### config.mk
export PLATFORM = sky130hd
export DESIGN_NAME = best_fit_block_allocator
export DESIGN_NICKNAME = d
export VERILOG_FILES = /design/src/rtl/bfa_pkg.sv /design/src/rtl/bfa_table.sv /design/src/rtl/best_fit_block_allocator.sv
export SDC_FILE = /design/constraint.sdc
export NUM_CORES = 1
export LEC_CHECK = 0
export BUFFER_PORTS_ARGS = -buffer_cell sky130_fd_sc_hd__buf_2
export CAP_MARGIN = 20
export CORE_UTILIZATION = 40
export CTS_BUF_LIST = sky130_fd_sc_hd__clkbuf_16
export DETAILED_ROUTE_END_ITERATION = 6
export HOLD_SLACK_MARGIN = 0.05
export PLACE_DENSITY = 0.52
export SYNTH_ARGS = -nofsm -noshare
export SYNTH_HDL_FRONTEND = slang
export SYNTH_HIERARCHICAL = 1
export SYNTH_SLANG_ARGS = --single-unit
export TNS_END_PERCENT = 30
### constraint.sdc
create_clock -name clk_i -period 5 [get_ports clk_i]
set_clock_uncertainty 0.15 [all_clocks]
set_input_delay 1.25 -clock clk_i [delete_from_list [all_inputs] [get_ports clk_i]]
set_output_delay 1.25 -clock clk_i [all_outputs]
set_load 0.02 [all_outputs]
### src/rtl/bfa_pkg.sv
// Shared types, widths and codes for the best-fit block allocator.
package bfa_pkg;

  localparam int MaxBlocks = 32;
  localparam int SizeBits  = 16;
  localparam int IdxW      = $clog2(MaxBlocks);
  localparam int CntW      = $clog2(MaxBlocks + 1);
  localparam int FreeW     = SizeBits + CntW;
  localparam int SumW      = 32;
  localparam int ExtW      = (FreeW > SumW) ? FreeW : SumW;

  localparam logic [1:0] OpAdd   = 2'd0;
  localparam logic [1:0] OpAlloc = 2'd1;
  localparam logic [1:0] OpClear = 2'd2;

  typedef enum logic [2:0] {
    StatAdded = 3'd0,
    StatFull  = 3'd1,
    StatAlloc = 3'd2,
    StatWait  = 3'd3,
    StatClear = 3'd4
  } stat_e;

  typedef enum logic [1:0] {
    StIdle,
    StScan,
    StFinish
  } state_e;

  typedef struct packed {
    logic [1:0]          operation;
    logic [SizeBits-1:0] size;
  } req_t;

  typedef struct packed {
    stat_e               status;
    logic [IdxW-1:0]     block_index;
    logic [SizeBits-1:0] leftover;
    logic [SumW-1:0]     total_internal_frag;
    logic [SumW-1:0]     external_frag;
  } res_t;

  typedef struct packed {
    logic                we;
    logic [IdxW-1:0]     waddr;
    logic [SizeBits-1:0] wdata;
    logic [IdxW-1:0]     raddr;
    logic                set_used;
    logic [IdxW-1:0]     set_idx;
    logic                clr_all;
  } tbl_ctl_t;

endpackage

### src/rtl/bfa_table.sv
// Block size memory and per-block used flags, one registered read port.
module bfa_table (
  input  logic                           clk_i,
  input  logic                           rst_ni,
  input  bfa_pkg::tbl_ctl_t              ctl_i,
  output logic [bfa_pkg::SizeBits-1:0]   rd_size_o,
  output logic                           rd_used_o
);

  logic [bfa_pkg::SizeBits-1:0]  mem_q [bfa_pkg::MaxBlocks];
  logic [bfa_pkg::SizeBits-1:0]  rd_size_q;
  logic [bfa_pkg::MaxBlocks-1:0] used_q;
  logic                          rd_used_q;

  always_ff @(posedge clk_i) begin
    if (ctl_i.we) begin
      mem_q[ctl_i.waddr] <= ctl_i.wdata;
    end
    rd_size_q <= mem_q[ctl_i.raddr];
  end

  always_ff @(posedge clk_i or negedge rst_ni) begin
    if (!rst_ni) begin
      used_q    <= '0;
      rd_used_q <= 1'b0;
    end else begin
      rd_used_q <= used_q[ctl_i.raddr];
      if (ctl_i.clr_all) begin
        used_q <= '0;
      end else begin
        if (ctl_i.we) begin
          used_q[ctl_i.waddr] <= 1'b0;
        end
        if (ctl_i.set_used) begin
          used_q[ctl_i.set_idx] <= 1'b1;
        end
      end
    end
  end

  assign rd_size_o = rd_size_q;
  assign rd_used_o = rd_used_q;

endmodule

### src/rtl/best_fit_block_allocator.sv
// Best-fit allocator top level: sequencer, shared compare unit and running sums.
//
//   channel   ports                     direction  accepted when
//   command   start_i, req_i, busy_o    in         start_i & !busy_o
//   result    res_valid_o, res_o        out        res_valid_o (one cycle)
//
// Add and clear items finish in the idle state; the result strobes on the next cycle.
// An allocate item walks the table one entry per cycle through the single
// memory read port and the shared compare unit, then passes through the
// finish state before its result strobes.
// Reset empties the table at once (used flags and count are flip-flops).
// The receiver cannot stall; busy_o drops in the cycle the result is shown.
module best_fit_block_allocator (
  input  logic          clk_i,
  input  logic          rst_ni,
  input  logic          start_i,
  output logic          busy_o,
  input  bfa_pkg::req_t req_i,
  output logic          res_valid_o,
  output bfa_pkg::res_t res_o
);

  localparam int SizeBits  = bfa_pkg::SizeBits;
  localparam int IdxW      = bfa_pkg::IdxW;
  localparam int CntW      = bfa_pkg::CntW;
  localparam int FreeW     = bfa_pkg::FreeW;
  localparam int SumW      = bfa_pkg::SumW;
  localparam int ExtW      = bfa_pkg::ExtW;
  localparam int MaxBlocks = bfa_pkg::MaxBlocks;

  bfa_pkg::state_e state_q, state_d;

  logic [CntW-1:0]     count_q, count_d;
  logic [FreeW-1:0]    free_q, free_d;
  logic [SumW-1:0]     waiting_q, waiting_d;
  logic [SumW-1:0]     internal_q, internal_d;
  logic [CntW-1:0]     scan_q, scan_d;
  logic                pv_q, pv_d;
  logic                found_q, found_d;
  logic                res_valid_q, res_valid_d;

  logic [SizeBits-1:0] sz_q, sz_d;
  logic [IdxW-1:0]     pidx_q, pidx_d;
  logic [IdxW-1:0]     best_idx_q, best_idx_d;
  logic [SizeBits-1:0] best_size_q, best_size_d;
  bfa_pkg::stat_e      stat_q, stat_d;
  logic [IdxW-1:0]     idx_q, idx_d;
  logic [SizeBits-1:0] left_q, left_d;

  bfa_pkg::tbl_ctl_t   ctl;
  logic [SizeBits-1:0] rd_size;
  logic                rd_used;

  logic                issue;
  logic                hit;
  logic [SizeBits-1:0] left_val;
  logic [SumW:0]       int_sum;
  logic [SumW:0]       wait_sum;
  logic [ExtW-1:0]     free_ext;
  logic [ExtW-1:0]     wait_ext;
  logic [ExtW-1:0]     ext_diff;
  logic [SumW-1:0]     ext_frag;

  bfa_table u_table (
    .clk_i     (clk_i),
    .rst_ni    (rst_ni),
    .ctl_i     (ctl),
    .rd_size_o (rd_size),
    .rd_used_o (rd_used)
  );

  // shared compare unit: one table entry per cycle
  assign issue = (scan_q != count_q);
  assign hit   = pv_q && !rd_used && (sz_q <= rd_size) &&
                 (!found_q || (rd_size < best_size_q));

  assign left_val = best_size_q - sz_q;
  assign int_sum  = {1'b0, internal_q} + (SumW+1)'(left_val);
  assign wait_sum = {1'b0, waiting_q} + (SumW+1)'(sz_q);

  always_comb begin
    state_d     = state_q;
    count_d     = count_q;
    free_d      = free_q;
    waiting_d   = waiting_q;
    internal_d  = internal_q;
    scan_d      = scan_q;
    pv_d        = 1'b0;
    found_d     = found_q;
    res_valid_d = 1'b0;
    sz_d        = sz_q;
    pidx_d      = pidx_q;
    best_idx_d  = best_idx_q;
    best_size_d = best_size_q;
    stat_d      = stat_q;
    idx_d       = idx_q;
    left_d      = left_q;

    ctl          = '0;
    ctl.raddr    = scan_q[IdxW-1:0];
    ctl.waddr    = count_q[IdxW-1:0];
    ctl.wdata    = req_i.size;
    ctl.set_idx  = best_idx_q;

    unique case (state_q)
      bfa_pkg::StIdle: begin
        if (start_i) begin
          case (req_i.operation) inside
            bfa_pkg::OpAdd: begin
              res_valid_d = 1'b1;
              left_d      = '0;
              if (count_q == CntW'(MaxBlocks)) begin
                stat_d = bfa_pkg::StatFull;
                idx_d  = '0;
              end else begin
                ctl.we  = 1'b1;
                stat_d  = bfa_pkg::StatAdded;
                idx_d   = count_q[IdxW-1:0];
                count_d = count_q + CntW'(1);
                free_d  = free_q + FreeW'(req_i.size);
              end
            end
            bfa_pkg::OpAlloc: begin
              sz_d    = req_i.size;
              scan_d  = '0;
              found_d = 1'b0;
              state_d = bfa_pkg::StScan;
            end
            default: begin
              // clear, also taken by the unused code
              ctl.clr_all = 1'b1;
              count_d     = '0;
              free_d      = '0;
              waiting_d   = '0;
              internal_d  = '0;
              stat_d      = bfa_pkg::StatClear;
              idx_d       = '0;
              left_d      = '0;
              res_valid_d = 1'b1;
            end
          endcase
        end
      end
      bfa_pkg::StScan: begin
        pv_d   = issue;
        pidx_d = scan_q[IdxW-1:0];
        if (issue) begin
          scan_d = scan_q + CntW'(1);
        end
        if (hit) begin
          found_d     = 1'b1;
          best_idx_d  = pidx_q;
          best_size_d = rd_size;
        end
        if (!issue && !pv_q) begin
          state_d = bfa_pkg::StFinish;
        end
      end
      bfa_pkg::StFinish: begin
        res_valid_d = 1'b1;
        state_d     = bfa_pkg::StIdle;
        if (found_q) begin
          ctl.set_used = 1'b1;
          free_d       = free_q - FreeW'(best_size_q);
          internal_d   = int_sum[SumW] ? '1 : int_sum[SumW-1:0];
          stat_d       = bfa_pkg::StatAlloc;
          idx_d        = best_idx_q;
          left_d       = left_val;
        end else begin
          waiting_d = wait_sum[SumW] ? '1 : wait_sum[SumW-1:0];
          stat_d    = bfa_pkg::StatWait;
          idx_d     = '0;
          left_d    = '0;
        end
      end
      default: begin
        state_d = bfa_pkg::StIdle;
      end
    endcase
  end

  always_ff @(posedge clk_i or negedge rst_ni) begin
    if (!rst_ni) begin
      state_q     <= bfa_pkg::StIdle;
      count_q     <= '0;
      free_q      <= '0;
      waiting_q   <= '0;
      internal_q  <= '0;
      scan_q      <= '0;
      pv_q        <= 1'b0;
      found_q     <= 1'b0;
      res_valid_q <= 1'b0;
    end else begin
      state_q     <= state_d;
      count_q     <= count_d;
      free_q      <= free_d;
      waiting_q   <= waiting_d;
      internal_q  <= internal_d;
      scan_q      <= scan_d;
      pv_q        <= pv_d;
      found_q     <= found_d;
      res_valid_q <= res_valid_d;
    end
  end

  always_ff @(posedge clk_i) begin
    sz_q        <= sz_d;
    pidx_q      <= pidx_d;
    best_idx_q  <= best_idx_d;
    best_size_q <= best_size_d;
    stat_q      <= stat_d;
    idx_q       <= idx_d;
    left_q      <= left_d;
  end

  // sums only move when an item finishes, so they hold through the strobe cycle
  assign free_ext = ExtW'(free_q);
  assign wait_ext = ExtW'(waiting_q);
  assign ext_diff = free_ext - wait_ext;

  always_comb begin
    if (free_ext < wait_ext) begin
      ext_frag = '0;
    end else if ((ext_diff >> SumW) != '0) begin
      ext_frag = '1;
    end else begin
      ext_frag = ext_diff[SumW-1:0];
    end
  end

  assign busy_o                    = (state_q != bfa_pkg::StIdle);
  assign res_valid_o               = res_valid_q;
  assign res_o.status              = stat_q;
  assign res_o.block_index         = idx_q;
  assign res_o.leftover            = left_q;
  assign res_o.total_internal_frag = internal_q;
  assign res_o.external_frag       = ext_frag;

endmodule

==> run summary <==
Global route
• **number of antenna violations at the first check in global routing** 7
• **via count of the first global-routing pass** 23400
• **maximum number of pins on one net before global-route repair** 104
• **GRT Overall Usage** 22.4%
• **global-route wire length before repair** 150000 µm
• **grt total ovfl** 0

Setup path
• **stage delay of the slowest cell on the critical path** 0.42 ns
• **Worst EP required** 3.60 ns
• **buffer and inverter count on the worst path** 2
• **CP Launch Type** flip-flop
• **dominant delay contributor by cell family on the critical path** compound AO/OA/AOI/OAI gates
• **CP Max Fanout** 7
• **chain of cells forming the critical path** ha_4 -> fa_2 -> and2b_1 -> o31a_2 -> o22a_4 -> nand3_4 -> o21a_1 -> a2111o_1 -> a21o_4 -> buf_6 -> a21oi_2 -> buf_4
• **crit end category** primary output
• **setup slack of the most critical reg-to-reg path** 0.31 ns
• **first element of the critical path** wait_ext[0]
• **capture point of the critical path** res_o[29]
• **number of cells on the worst reg-to-reg path** 18
• **launch instance of the worst register-to-register path** sz_q[0]
• **cell with the largest stage delay on the worst path** a2111o_1
• **startpoint-to-endpoint class of the critical path** flip-flop to primary output
• **Reg2Reg Capture Point** internal_q[23]
• **signal arrival time at the worst endpoint** 3.58 ns
• **number of cells on the critical path** 12

Place
• **buffers added on ports** 105
• **final RePlAce weighted congestion** 0.898
• **sum of net half-perimeters after detailed placement** 67900 µm

Synthesis
• **number of enable-type register cells in the synthesized netlist** 578
• **Async SR Flop Fraction** 18.6%
• **share of the yosys chip area belonging to registers** 60.0%
• **Syn Std Cell Area** 35200 µm²
• **post-synthesis cell type count** 96
• **area share of the largest cell type after synthesis** 49.4%
• **instance count of the mapped netlist** 2774
• **Yosys Warn Count** 6
• **dominant combinational cell family by area after synthesis** compound AO/OA/AOI/OAI gates
• **area share of xor/xnor cells in the synthesized design** 2.24%
• **Synth Area in Simple Gates** 8.60%
• **Synth Area in Compound Gates** 12.9%
• **cell types occupying the most area after synthesis** edfxtp_1, dfrtp_1, mux2i_1
• **average footprint of a synthesized cell** 12.7 µm²
• **Synth Register Bits** 730
• **predominant post-synthesis flop cell** edfxtp_1
• **cell taking the most area after synthesis** edfxtp_1
• **Adder-Cell Fraction of Synth Area** 5.15%
• **multiplexer area fraction after synthesis** 7.87%

Finish
• **most common cell after layout, fill and taps aside** edfxtp_1
• **leading cell types in the layout, fill and taps excluded** edfxtp_1, mux2i_1, nand2_1
• **share of the core filled with cells in the final layout** 46.2%
• **number of nets in the layout** 3113
• **P&R area growth vs syn** 14.2%
• **share of layout cells above drive strength 1** 13.4%

Clock tree
• **number of CTS-inserted buffers** 80
• **TritonCTS clock tree** built
• **clock-pin slew reported for the worst setup and hold paths after clock tree synthesis** 0.06 ns
• **clock sink total** 730
• **deepest level of the CTS H-tree** 3
• **insertion delay to the later sink of the worst-skew pair** 0.65 ns
• **Bufs on Longest Clock Path** 3
• **clock tree root driver cell** clkbuf_16

STA
• **max-slew violation count** 0
• **Highest Clock Rate** 0.201 GHz
• **Final Hold Violating Endpoints** 0
• **transition time of the tightest slew-check pin** 1.15 ns
• **final setup violation count** 0
• **normalized max-slew margin** 23.3%
• **period utilisation layout** 99.6%
• **setup repair after global routing missed its margin** true
• **final setup TNS** 0 ns
• **time the worst path needs with I/O delays and setup** 4.98 ns

Drt
• **overall routed net length** 101000 µm
• **Final ANT Viol Nets** 0
• **detailed-routing iteration count for the pre-antenna-repair pass** 5
• **mean number of vias per cell** 5.68
• **Iter 0 DRT Violations** 1901
• **DRC errors left** 0
• **drt wl/cell** 24.3 µm
• **Via Count** 23700

Power
• **switching portion of total power** 37.7%
• **maximum VDD drop** 0.00153 V
• **power density over cell area** 567 nW/µm²
• **power share of the sequential group** 32.5%
• **switching power** 8.57 mW
• **Leakage** 15.1 nW
• **Internal** 14.2 mW
• **Clk network pwr share** 24.4%
• **Combinational Power Share** 43.2%

Run status
• **result of the run** finished, final reports clean

Die
• **die extent in y** 298 µm
• **Top-Level Pins** 111
• **DIE WIDTH** 298 µm
• **die area** 89100 µm²
• **Core Region** 86900 µm²
• **Initial Util** 40.5%
• **Placement Rows** 108

Min path
• **Hold WC Path Type** flip-flop to flip-flop

Flow run
• **maximum capacitance violations** 0

cells by family after synthesis:
| logic type | Yosys count |
|---|---|
| AO/OA/AOI/OAI | 686 |
| XOR/XNOR | 90 |
| adder cells (fa/ha/maj) | 141 |
| buffers and inverters | 228 |
| flip-flops | 730 |
| multiplexers | 276 |
| other | 1 |
| AND/OR/NAND/NOR | 622 |
cell usage after synthesis, types with 54 or more instances:
cell type / number
mux2i_1: 273
a22oi_1: 76
nand2_1: 185
ha_1: 135
nor2_1: 140
a21o_1: 56
a21oi_1: 172
edfxtp_1: 578
dfrtp_1: 136
nand3_1: 65
xnor2_1: 54
o21ai_0: 103
clkbuf_1: 55
inv_1: 97
flip-flops by register name, indices dropped and copies added, names as in the netlist, 2 cells and up:
signal             flops
left_q                16
best_size_q           16
u_table/mem_q        512
u_table/used_q        32
free_q                22
sz_q                  16
internal_q            32
pidx_q                 5
stat_q                 3
u_table/rd_size_o     16
best_idx_q             5
idx_q                  5
count_q                6
scan_q                 6
wait_ext              32
state_q                2
final cells by class:
cell class	instances	area (µm²)
sequential	730	21100
antenna	4	10.0
clock buffer	80	2000
multi-input combinational	1821	13200
inverter	98	368
tap	1155	1450
timing repair buffer	220	1610
clock inverter	60	459
fill	7830	46700
power by group through the flow:
stage,Clock [mW],Sequential (mW),Combinational (mW)
3_3_place_gp,0,7.51,8.27
2_1_floorplan,0,7.29,6.11
3_5_place_dp,0,7.52,8.36
5_1_grt,5.94,7.42,10.6
4_1_cts,5.69,7.39,9.14
6_report,5.55,7.39,9.83
worst min path at each step:
stage,from,slack [ns],to,cells past startpoint
detailed placement,pidx_q[0],0.26,best_idx_q[0],0
floorplan,pidx_q[0],0.25,best_idx_q[0],0
global route,pidx_q[2],0.26,best_idx_q[2],0
finish,pidx_q[1],0.24,best_idx_q[1],0
CTS,pidx_q[1],0.23,best_idx_q[1],0
global placement,pidx_q[3],0.25,best_idx_q[3],0
repair_timing:
action,4_1_cts,5_1_grt
hold buffers,0,0
pin swaps,11,10
resized for setup,46,39
cloned,2,0
endpoints found under the setup margin,26,34
buffers inserted,9,5
stage by stage:
stage	hold slack [ns]	cell area [µm²]	cells	worst slack (ns)	total power [mW]
after floorplan	0.250	35200	2778	0.581	13.4
after global placement	0.253	37200	4007	0.296	15.8
after detailed placement	0.256	37200	4007	0.224	15.9
after CTS	0.234	39900	4158	-0.0788	22.2
after global routing	0.258	40100	4164	-0.115	23.9
final	0.240	40200	4168	0.0219	22.8
worst register-to-register path: stages, from the launching register on:
cell and delay [ns]:
edfxtp_1 0.43, ha_1 0.26, fa_1 0.43, nor2b_1 0.14, o21ai_0 0.13, a21oi_2 0.22
o211ai_1 0.15, nand2_1 0.11, a21oi_1 0.08, xnor2_1 0.24, ha_1 0.35, a21o_1 0.21
a21o_1 0.18, a211o_1 0.30, o21ai_1 0.25, o21ai_1 0.17, a21oi_2 0.38, or2_1 0.26
o311ai_0 0.15
layer usage:
layer,wire length (µm),vias to the layer above,part of all wire [%],GRT usage [%]
li1,-,10900,-,-
met1,43300,12000,43,29.2
met2,50500,636,50,38.9
met3,4890,142,4.8,3.29
met4,2640,2,2.6,6.18
met5,13,-,0.013,0
Note: power is estimated with default switching activity, not from simulation.
